[src/gfau_pkg.sv]
// ----------------------------------------------------------------------------
// gfau_pkg
// Shared types, constants and helpers of the GF(2^m) arithmetic unit.
// ----------------------------------------------------------------------------
package gfau_pkg;

  localparam int unsigned DataW     = 32;
  localparam int unsigned MaxDegree = 32;
  localparam int unsigned DegW      = $clog2(DataW + 1);
  localparam int unsigned IdxW      = $clog2(DataW);
  localparam int unsigned Digit     = 8;   // multiplier bits per cycle
  localparam int unsigned ModeW     = 2;
  localparam int unsigned ActionW   = 3;
  localparam int unsigned CfgIdxW   = 1;

  localparam logic [DataW-1:0] PolyReset = DataW'(29);

  typedef enum logic [CfgIdxW-1:0] {
    CFG_FIELD_MODE     = 1'b0,
    CFG_REDUCTION_POLY = 1'b1
  } cfg_idx_e;

  typedef enum logic [ModeW-1:0] {
    MODE_GF8  = 2'd0,
    MODE_GF16 = 2'd1,
    MODE_GF32 = 2'd2
  } field_mode_e;

  typedef enum logic [ActionW-1:0] {
    ACT_ADD = 3'd0,
    ACT_SUB = 3'd1,
    ACT_MUL = 3'd2,
    ACT_INV = 3'd3,
    ACT_DIV = 3'd4
  } action_e;

  typedef enum logic [2:0] {
    ST_IDLE,
    ST_SQR,
    ST_PRD,
    ST_FIN,
    ST_DONE
  } state_e;

  typedef struct packed {
    logic [ActionW-1:0] action;
    logic [DataW-1:0]   operand_a;
    logic [DataW-1:0]   operand_b;
  } gfau_in_t;

  typedef struct packed {
    logic [DataW-1:0] result;
    logic             zero_divide;
  } gfau_out_t;

  // Active field: degree, element mask and reduction polynomial below x^m.
  typedef struct packed {
    logic [DegW-1:0]  deg;
    logic [DataW-1:0] mask;
    logic [DataW-1:0] poly;
  } gfau_field_t;

  typedef struct packed {
    logic busy;
    logic done;
  } gfau_mul_stat_t;

  function automatic logic [DegW-1:0] field_degree(logic [ModeW-1:0] mode);
    logic [DegW-1:0] d;
    unique case (field_mode_e'(mode))
      MODE_GF8:  d = DegW'(8);
      MODE_GF16: d = DegW'(16);
      default:   d = DegW'(32);  // mode three runs as GF(2^32)
    endcase
    if (d > DegW'(MaxDegree)) begin
      d = DegW'(MaxDegree);
    end
    return d;
  endfunction

  function automatic logic [DataW-1:0] degree_mask(logic [DegW-1:0] deg);
    logic [DataW-1:0] m;
    if (deg >= DegW'(DataW)) begin
      m = '1;
    end else begin
      m = (DataW'(1) << deg) - DataW'(1);
    end
    return m;
  endfunction

endpackage

[src/gf2m_arithmetic_unit.sv]
// ----------------------------------------------------------------------------
// gf2m_arithmetic_unit
// Add, subtract, multiply, inverse and divide over GF(2^8/16/32) with a
// programmable reduction polynomial; one shared digit-serial multiplier.
//
//   channel  | signals                        | transfer when
//   ---------+--------------------------------+--------------------------
//   in       | in_valid_i, in_stall_o, in_data_i   | valid & !stall
//   out      | out_valid_o, out_stall_i, out_data_o| valid & !stall
//   cfg      | cfg_we_i, cfg_idx_i, cfg_wdata_i    | cfg_we_i
//
// One multiply on the shared unit is a launch, the digit steps and a
// hand-back. Add/subtract, a zero operand to invert and a zero divisor skip the
// multiplier; multiply uses one multiply, inverse 2m - 2 multiplies and
// divide one more than inverse.
// in_stall_o is high while an item is in work; a result waiting in the
// output register does not block the next transfer in.
// Reset is asynchronous, active low; no clearing pass.
// ----------------------------------------------------------------------------
module gf2m_arithmetic_unit (
  input  logic                                clk_i,
  input  logic                                rst_ni,
  input  logic                                cfg_we_i,
  input  logic [gfau_pkg::CfgIdxW-1:0]        cfg_idx_i,
  input  logic [gfau_pkg::DataW-1:0]          cfg_wdata_i,
  input  logic                                in_valid_i,
  output logic                                in_stall_o,
  input  gfau_pkg::gfau_in_t                  in_data_i,
  output logic                                out_valid_o,
  input  logic                                out_stall_i,
  output gfau_pkg::gfau_out_t                 out_data_o
);

  localparam int unsigned DataW = gfau_pkg::DataW;
  localparam int unsigned DegW  = gfau_pkg::DegW;

  gfau_pkg::gfau_field_t    field;
  gfau_pkg::gfau_mul_stat_t mul_stat;
  logic [DataW-1:0]         mul_a, mul_b, mul_p;
  logic                     mul_start;

  gfau_pkg::state_e  state_q, state_d;
  gfau_pkg::action_e op_q, op_d;
  logic [DataW-1:0]  opa_q, opa_d;
  logic [DataW-1:0]  base_q, base_d;
  logic [DataW-1:0]  res_q, res_d;
  logic [DegW-1:0]   iter_q, iter_d;
  logic              err_q, err_d;
  logic              launched_q, launched_d;
  logic              in_xfer, out_load, out_valid_q, out_valid_d;
  logic [DataW-1:0]  a_m, b_m;
  gfau_pkg::gfau_out_t out_q;

  gfau_cfg u_cfg (
    .clk_i       (clk_i),
    .rst_ni      (rst_ni),
    .cfg_we_i    (cfg_we_i),
    .cfg_idx_i   (cfg_idx_i),
    .cfg_wdata_i (cfg_wdata_i),
    .field_o     (field)
  );

  gfau_mul u_mul (
    .clk_i     (clk_i),
    .rst_ni    (rst_ni),
    .field_i   (field),
    .start_i   (mul_start),
    .a_i       (mul_a),
    .b_i       (mul_b),
    .stat_o    (mul_stat),
    .product_o (mul_p)
  );

  assign in_stall_o = (state_q != gfau_pkg::ST_IDLE);
  assign in_xfer    = in_valid_i && !in_stall_o;
  assign a_m        = in_data_i.operand_a & field.mask;
  assign b_m        = in_data_i.operand_b & field.mask;

  always_comb begin
    state_d    = state_q;
    op_d       = op_q;
    opa_d      = opa_q;
    base_d     = base_q;
    res_d      = res_q;
    iter_d     = iter_q;
    err_d      = err_q;
    launched_d = launched_q;
    mul_start  = 1'b0;
    mul_a      = base_q;
    mul_b      = base_q;
    out_load   = 1'b0;

    unique case (state_q)
      gfau_pkg::ST_IDLE: begin
        if (in_xfer) begin
          op_d       = gfau_pkg::action_e'(in_data_i.action);
          err_d      = 1'b0;
          launched_d = 1'b0;
          iter_d     = '0;
          unique case (gfau_pkg::action_e'(in_data_i.action))
            gfau_pkg::ACT_ADD, gfau_pkg::ACT_SUB: begin
              res_d   = a_m ^ b_m;
              state_d = gfau_pkg::ST_DONE;
            end
            gfau_pkg::ACT_MUL: begin
              opa_d   = a_m;
              res_d   = b_m;
              state_d = gfau_pkg::ST_FIN;
            end
            gfau_pkg::ACT_INV: begin
              if (a_m == '0) begin
                res_d   = '0;
                err_d   = 1'b1;
                state_d = gfau_pkg::ST_DONE;
              end else begin
                base_d  = a_m;
                res_d   = DataW'(1);
                state_d = gfau_pkg::ST_SQR;
              end
            end
            gfau_pkg::ACT_DIV: begin
              if (b_m == '0) begin
                res_d   = '0;
                err_d   = 1'b1;
                state_d = gfau_pkg::ST_DONE;
              end else begin
                opa_d   = a_m;
                base_d  = b_m;
                res_d   = DataW'(1);
                state_d = gfau_pkg::ST_SQR;
              end
            end
            default: begin
              res_d   = '0;
              state_d = gfau_pkg::ST_DONE;
            end
          endcase
        end
      end

      // base = base^2, one per exponent bit
      gfau_pkg::ST_SQR: begin
        mul_a = base_q;
        mul_b = base_q;
        if (!launched_q) begin
          mul_start  = 1'b1;
          launched_d = 1'b1;
        end else if (mul_stat.done) begin
          base_d     = mul_p;
          iter_d     = iter_q + DegW'(1);
          launched_d = 1'b0;
          state_d    = gfau_pkg::ST_PRD;
        end
      end

      // exponent 2^m - 2 has every bit set but bit 0
      gfau_pkg::ST_PRD: begin
        mul_a = res_q;
        mul_b = base_q;
        if (!launched_q) begin
          mul_start  = 1'b1;
          launched_d = 1'b1;
        end else if (mul_stat.done) begin
          res_d      = mul_p;
          launched_d = 1'b0;
          if (iter_q == field.deg - DegW'(1)) begin
            state_d = (op_q == gfau_pkg::ACT_DIV) ? gfau_pkg::ST_FIN
                                                  : gfau_pkg::ST_DONE;
          end else begin
            state_d = gfau_pkg::ST_SQR;
          end
        end
      end

      gfau_pkg::ST_FIN: begin
        mul_a = opa_q;
        mul_b = res_q;
        if (!launched_q) begin
          mul_start  = 1'b1;
          launched_d = 1'b1;
        end else if (mul_stat.done) begin
          res_d      = mul_p;
          launched_d = 1'b0;
          state_d    = gfau_pkg::ST_DONE;
        end
      end

      gfau_pkg::ST_DONE: begin
        if (!out_valid_q || !out_stall_i) begin
          out_load = 1'b1;
          state_d  = gfau_pkg::ST_IDLE;
        end
      end

      default: state_d = gfau_pkg::ST_IDLE;
    endcase
  end

  assign out_valid_d = out_load || (out_valid_q && out_stall_i);

  always_ff @(posedge clk_i or negedge rst_ni) begin
    if (!rst_ni) begin
      state_q     <= gfau_pkg::ST_IDLE;
      launched_q  <= 1'b0;
      iter_q      <= '0;
      out_valid_q <= 1'b0;
    end else begin
      state_q     <= state_d;
      launched_q  <= launched_d;
      iter_q      <= iter_d;
      out_valid_q <= out_valid_d;
    end
  end

  always_ff @(posedge clk_i) begin
    op_q   <= op_d;
    opa_q  <= opa_d;
    base_q <= base_d;
    res_q  <= res_d;
    err_q  <= err_d;
    if (out_load) begin
      out_q.result      <= res_q;
      out_q.zero_divide <= err_q;
    end
  end

  assign out_valid_o = out_valid_q;
  assign out_data_o  = out_q;

`ifndef SYNTHESIS
  a_start_in_work: assert property (@(posedge clk_i) disable iff (!rst_ni)
    mul_start |-> (state_q == gfau_pkg::ST_SQR || state_q == gfau_pkg::ST_PRD ||
                   state_q == gfau_pkg::ST_FIN))
    else $error("multiplier launched outside a compute state");

  a_start_idle_unit: assert property (@(posedge clk_i) disable iff (!rst_ni)
    mul_start |-> !mul_stat.busy)
    else $error("multiplier launched while busy");

  a_accept_leaves_idle: assert property (@(posedge clk_i) disable iff (!rst_ni)
    in_xfer |=> state_q != gfau_pkg::ST_IDLE)
    else $error("accepted item did not start work");

  a_iter_range: assert property (@(posedge clk_i) disable iff (!rst_ni)
    state_q == gfau_pkg::ST_PRD |-> iter_q < field.deg)
    else $error("exponent bit counter past field degree");

  a_err_zero_result: assert property (@(posedge clk_i) disable iff (!rst_ni)
    (out_valid_o && out_data_o.zero_divide) |-> out_data_o.result == '0)
    else $error("zero_divide with nonzero result");
`endif

endmodule

[src/gfau_cfg.sv]
// ----------------------------------------------------------------------------
// gfau_cfg
// Configuration registers and the derived field description.
// ----------------------------------------------------------------------------
module gfau_cfg (
  input  logic                                 clk_i,
  input  logic                                 rst_ni,
  input  logic                                 cfg_we_i,
  input  logic [gfau_pkg::CfgIdxW-1:0]         cfg_idx_i,
  input  logic [gfau_pkg::DataW-1:0]           cfg_wdata_i,
  output gfau_pkg::gfau_field_t                field_o
);

  logic [gfau_pkg::ModeW-1:0] mode_q;
  logic [gfau_pkg::DataW-1:0] poly_q;
  logic [gfau_pkg::DegW-1:0]  deg;
  logic [gfau_pkg::DataW-1:0] mask;

  always_ff @(posedge clk_i or negedge rst_ni) begin
    if (!rst_ni) begin
      mode_q <= gfau_pkg::MODE_GF8;
      poly_q <= gfau_pkg::PolyReset;
    end else if (cfg_we_i) begin
      unique case (gfau_pkg::cfg_idx_e'(cfg_idx_i))
        gfau_pkg::CFG_FIELD_MODE:     mode_q <= cfg_wdata_i[gfau_pkg::ModeW-1:0];
        gfau_pkg::CFG_REDUCTION_POLY: poly_q <= cfg_wdata_i;
        default: ;
      endcase
    end
  end

  assign deg  = gfau_pkg::field_degree(mode_q);
  assign mask = gfau_pkg::degree_mask(deg);

  assign field_o.deg  = deg;
  assign field_o.mask = mask;
  assign field_o.poly = poly_q & mask;

endmodule

[src/gfau_mul.sv]
// ----------------------------------------------------------------------------
// gfau_mul
// Digit-serial GF(2^m) multiplier, MSB-first interleaved reduction,
// Digit bits of the second operand per cycle.
// ----------------------------------------------------------------------------
module gfau_mul (
  input  logic                          clk_i,
  input  logic                          rst_ni,
  input  gfau_pkg::gfau_field_t         field_i,
  input  logic                          start_i,
  input  logic [gfau_pkg::DataW-1:0]    a_i,
  input  logic [gfau_pkg::DataW-1:0]    b_i,
  output gfau_pkg::gfau_mul_stat_t      stat_o,
  output logic [gfau_pkg::DataW-1:0]    product_o
);

  localparam int unsigned DataW = gfau_pkg::DataW;
  localparam int unsigned DegW  = gfau_pkg::DegW;
  localparam int unsigned Digit = gfau_pkg::Digit;

  logic [DataW-1:0]          r_q, r_d;
  logic [DataW-1:0]          a_q;
  logic [DataW-1:0]          b_q, b_d;   // remaining bits, next one at the MSB
  logic [DegW-1:0]           cnt_q, cnt_d;
  logic                      busy_q, done_q;
  logic [gfau_pkg::IdxW-1:0] top_idx;

  assign top_idx = gfau_pkg::IdxW'(field_i.deg - DegW'(1));

  always_comb begin
    r_d = r_q;
    b_d = b_q;
    for (int j = 0; j < Digit; j++) begin
      if (cnt_q > DegW'(j)) begin
        r_d = ((r_d << 1) & field_i.mask)
            ^ (r_d[top_idx] ? field_i.poly : '0)
            ^ (b_d[DataW-1] ? a_q : '0);
        b_d = b_d << 1;
      end
    end
    cnt_d = (cnt_q > DegW'(Digit)) ? cnt_q - DegW'(Digit) : '0;
  end

  always_ff @(posedge clk_i or negedge rst_ni) begin
    if (!rst_ni) begin
      busy_q <= 1'b0;
      done_q <= 1'b0;
      cnt_q  <= '0;
    end else if (start_i) begin
      busy_q <= 1'b1;
      done_q <= 1'b0;
      cnt_q  <= field_i.deg;
    end else if (busy_q) begin
      cnt_q <= cnt_d;
      if (cnt_d == '0) begin
        busy_q <= 1'b0;
        done_q <= 1'b1;
      end
    end else begin
      done_q <= 1'b0;
    end
  end

  always_ff @(posedge clk_i) begin
    if (start_i) begin
      r_q <= '0;
      a_q <= a_i;
      b_q <= b_i << (DegW'(DataW) - field_i.deg);
    end else if (busy_q) begin
      r_q <= r_d;
      b_q <= b_d;
    end
  end

  assign stat_o.busy = busy_q;
  assign stat_o.done = done_q;
  assign product_o   = r_q;

endmodule
[config.mk]
export PLATFORM = sky130hd
export DESIGN_NAME = gf2m_arithmetic_unit
export DESIGN_NICKNAME = d
export VERILOG_FILES = /design/src/gfau_pkg.sv /design/src/gf2m_arithmetic_unit.sv /design/src/gfau_cfg.sv /design/src/gfau_mul.sv
export SDC_FILE = /design/constraint.sdc
export NUM_CORES = 2
export LEC_CHECK = 0
export ABC_AREA = 1
export BUFFER_PORTS_ARGS = -buffer_cell sky130_fd_sc_hd__buf_2
export CAP_MARGIN = 0
export CORE_ASPECT_RATIO = 1.75
export CORE_MARGIN = 10
export CORE_UTILIZATION = 30
export DETAILED_ROUTE_END_ITERATION = 12
export PLACE_DENSITY_LB_ADDON = 0.1
export SLEW_MARGIN = 20
export SYNTH_ARGS = -nofsm -noshare
export SYNTH_HDL_FRONTEND = slang
export SYNTH_SLANG_ARGS = --single-unit
[constraint.sdc]
create_clock -name clk_i -period 12.5 [get_ports clk_i]
set_clock_uncertainty 0.2 [all_clocks]
set_input_delay 2.5 -clock clk_i [delete_from_list [all_inputs] [get_ports clk_i]]
set_output_delay 2.5 -clock clk_i [all_outputs]
set_load 0.02 [all_outputs]
==> run_results.csv <==
group,metric,value,unit
setup_path,timing.critical_path.slowest_stage_cell,"nand2_2",
clock_network,tritoncts,"yes",
setup_path,path_max_fanout,33,
placed_design,gp_congestion,1.006,
floorplan,die_area,105800,sq um
yosys,synth_edf_count,197,
placed_design,placed_cell_area,29650,sq um
layout,area_delta_synth_final,10.05,%
sta,min_period_over_period,91.99,%
yosys,synthesis.yosys.warnings,0,
layout,post-route-cell-area,30620,sq um
layout,nNetsFinal,4528,
yosys,area_share_of_the_largest_cell_type_after_synthesis,21.26,%
yosys,synth_flop_cell,"edfxtp_1",
sta,worst_pin_slew,1194,ps
clock_network,cts_root_buffer,"clkbuf_16",
outcome,outcome,"completed",
grt,grt_pass1_vias,29510,
yosys,postSynthAreaPerCell,6.306,sq um
floorplan,row_count,147,
grt,wire_length_of_the_first_global_routing_pass,195600,microns
setup_path,slowest_delay,800,ps
sta,min_period,11500,ps
placed_design,place.detailed.instances,5577,
placed_design,dpl.hpwl,102500,microns
yosys,synth_top_area_cells,"edfxtp_1 (21%), nand2_1 (18%), nor2_1 (7.2%)",
yosys,async_reset_ff_share,18.79,%
sta,relSlewSlack,19.58,%
yosys,synth.yosys.seq_area_share,28.35,%
floorplan,fp.coreArea,91960,sq um
setup_path,crit_top_cell,"nand2_1",
yosys,synth_area,27820,sq um
clock_network,cts.sink_count,282,
grt,grt.total_usage,24.34,%
sta,report.final.slew_viol_count,0,
clock_network,numCtsBuffers,30,
flow_run,max_cap_viol_count,0,
layout,finalNonFillerCells,5634,
clock_network,worst_setup_hold_path_clk_slew,70,ps
floorplan,boundaryPins,140,
clock_network,cts_buffer_depth,3,
layout,fill_cells,10380,
sta,timing.setup.tns,0,ps
floorplan,dieHeight,422.9,microns
yosys,postSynthCellCount,4412,
setup_path,worst_setup_path_start_kind,"flop",
clock_network,worst_skew_pair.late_latency,620,ps
layout,ff_latch_area,7889,sq um
drt,drt-initial-drc-count,2254,
drt,post-route-drc-count,0,
sta,hold_violations,0,
drt,ant_nets,0,
floorplan,effective_utilization_at_floorplan,30.25,%
setup_path,cp.required,12780,ps
layout,post_route_cells_drive_above_1_share,9.592,%
drt,dr_total_vias,30200,
yosys,ys_seq_elements,282,
yosys,yosysMostFrequentCell,"nand2_1",
drt,via_per_inst,5.361,
grt,pin_count_of_the_biggest_net_entering_global_routing,93,
yosys,synth_top_area_cell,"edfxtp_1",
floorplan,die_x,250.2,microns
sta,fmaxAchievable,86.97,MHz
yosys,synth_top_cells_by_count,"nand2_1 (1350), nor2_1 (534), inv_1 (372)",
sta,setup_violations,0,
sta,unrepaired_setup_endpoints_after_global_routing,"false",
yosys,synthesized_netlist_net_count,4523,
setup_path,cp.arrival,11780,ps
clock_network,postCtsSetupRepairBufs,0,
placed_design,place.port_buffers,139,
setup_path,timing.setup.critical_path_class,"flop to flop",
drt,wirelength,135200,microns
grt,antenna_found_initial,0,
setup_path,endpoint_kind,"flop",
yosys,synth.distinct_cells,62,
worst_hold_path,hp-class,"flop to flop",
drt,drt_wl_cell,24.00,microns
layout,multiInputGateArea,17400,sq um
grt,overflow_left_after_global_routing,0,
clock_network,cts.htree.levels,1,
drt,first_pass_iters,8,
==> worst max-delay path: cells and delay by family, from the launching register on <==
family,cells,cell delay [ps]
buffers and inverters,10,2840
adder cells (fa/ha/maj),2,470
flip-flops,1,470
AND/OR/NAND/NOR,50,7240
AO/OA/AOI/OAI,1,60
==> metrics by stage <==
stage | setup slack (ps) | hold slack, ps | utilization (%)
after floorplan | 4862 | 200.3 | -
after global placement | 1175 | 222.5 | 32.24
after detailed placement | 889.2 | 224.2 | 32.24
after CTS | 859.3 | 226.4 | 33.29
after global routing | 144.2 | 237.2 | 33.29
final | 1001 | 231.0 | 33.30
==> repair_timing <==
item | CTS | global route
hold buffers | 0 | 0
endpoints found under the setup margin | 0 | 12
gates resized for setup | 0 | 1
endpoints found under the hold margin | 0 | 0
==> final cells by class <==
cell class,count,area share [%]
clock inverters,21,0.5108
repair buffers,225,4.430
multi-input cells,3477,56.83
clock buffers,35,2.648
flip-flops and latches,282,25.76
inverters,401,4.936
diodes,1,0.008173
well taps,1192,4.871
==> logic make-up after synthesis <==
| kind of cell | share of synthesized area, % |
|---|---|
| and+or+nand+nor | 37.23 |
| AOI/OAI and AO/OA | 14.75 |
| buffers and inverters | 9.655 |
| DFF | 28.35 |
| xor gates and xnor gates | 8.032 |
| muxes | 1.713 |
| adders and majority gates | 0.2698 |
==> path summary, 6_finish.rpt <==
kind                                 start             endpoint  slack (ps)  cells after the start
setup / recovery           u_cfg.mode_q[1]  u_mul.product_o[18]        1000                     63
hold / removal                       err_q        out_data_o[0]         230                      0
max in group asynchronous           rst_ni      u_cfg.mode_q[1]        9640                      1
hold reg to reg                      err_q        out_data_o[0]         230                      0
setup reg to reg           u_cfg.mode_q[1]  u_mul.product_o[18]        1000                     63
min in group asynchronous           rst_ni     u_cfg.poly_q[22]        1800                      1
==> cell usage in the layout, fill, tap and decap left out, types with 13 or more instances in the layout <==
cell / netlist / layout
o21ai_1: 105 / 101
edfxtp_1: 197 / 197
nand3_1: 337 / 337
buf_2: 71 / 138
inv_1: 372 / 366
inv_2: 16 / 21
nand2_1: 1350 / 1346
buf_4: 6 / 86
a21oi_1: 102 / 100
nor3_1: 15 / 15
clkinv_1: 10 / 18
xnor2_1: 67 / 67
o221ai_1: 40 / 40
dfrtp_1: 49 / 48
or2_2: 20 / 20
xor2_1: 181 / 181
mux2_2: 29 / 29
nand3_2: 14 / 14
nand3b_1: 40 / 40
mux2i_1: 15 / 15
dfxtp_1: 32 / 32
nand4_1: 76 / 76
nand2_2: 9 / 13
o21ai_0: 340 / 336
clkbuf_16: 0 / 31
nor2_1: 534 / 525
o211ai_1: 47 / 47
o22ai_1: 49 / 49
==> registers in the layout, indices dropped and copies added, names as in the netlist <==
register	count
base_q	32
u_cfg.mode_q	2
res_q	32
launched_q	1
state_q	3
u_cfg.poly_q	32
u_mul.busy_q	1
iter_q	6
u_mul.cnt_q	6
u_mul.done_q	1
err_q	1
u_mul.b_q	32
out_data_o	33
u_mul.a_q	32
u_mul.product_o	32
op_q	3
opa_q	32
out_valid_o	1
==> routing by layer <==
metal | up-vias | global-route usage, % | wire length [microns]
li1 | 14480 | - | -
met1 | 14380 | 25.98 | 50300
met2 | 1020 | 44.79 | 69270
met3 | 318 | 2.153 | 5860
met4 | 0 | 16.13 | 9784
met5 | - | 0 | 0
Power is not shown: default switching activity piles up to over one toggle a cycle in this logic, so the estimate is an artifact.
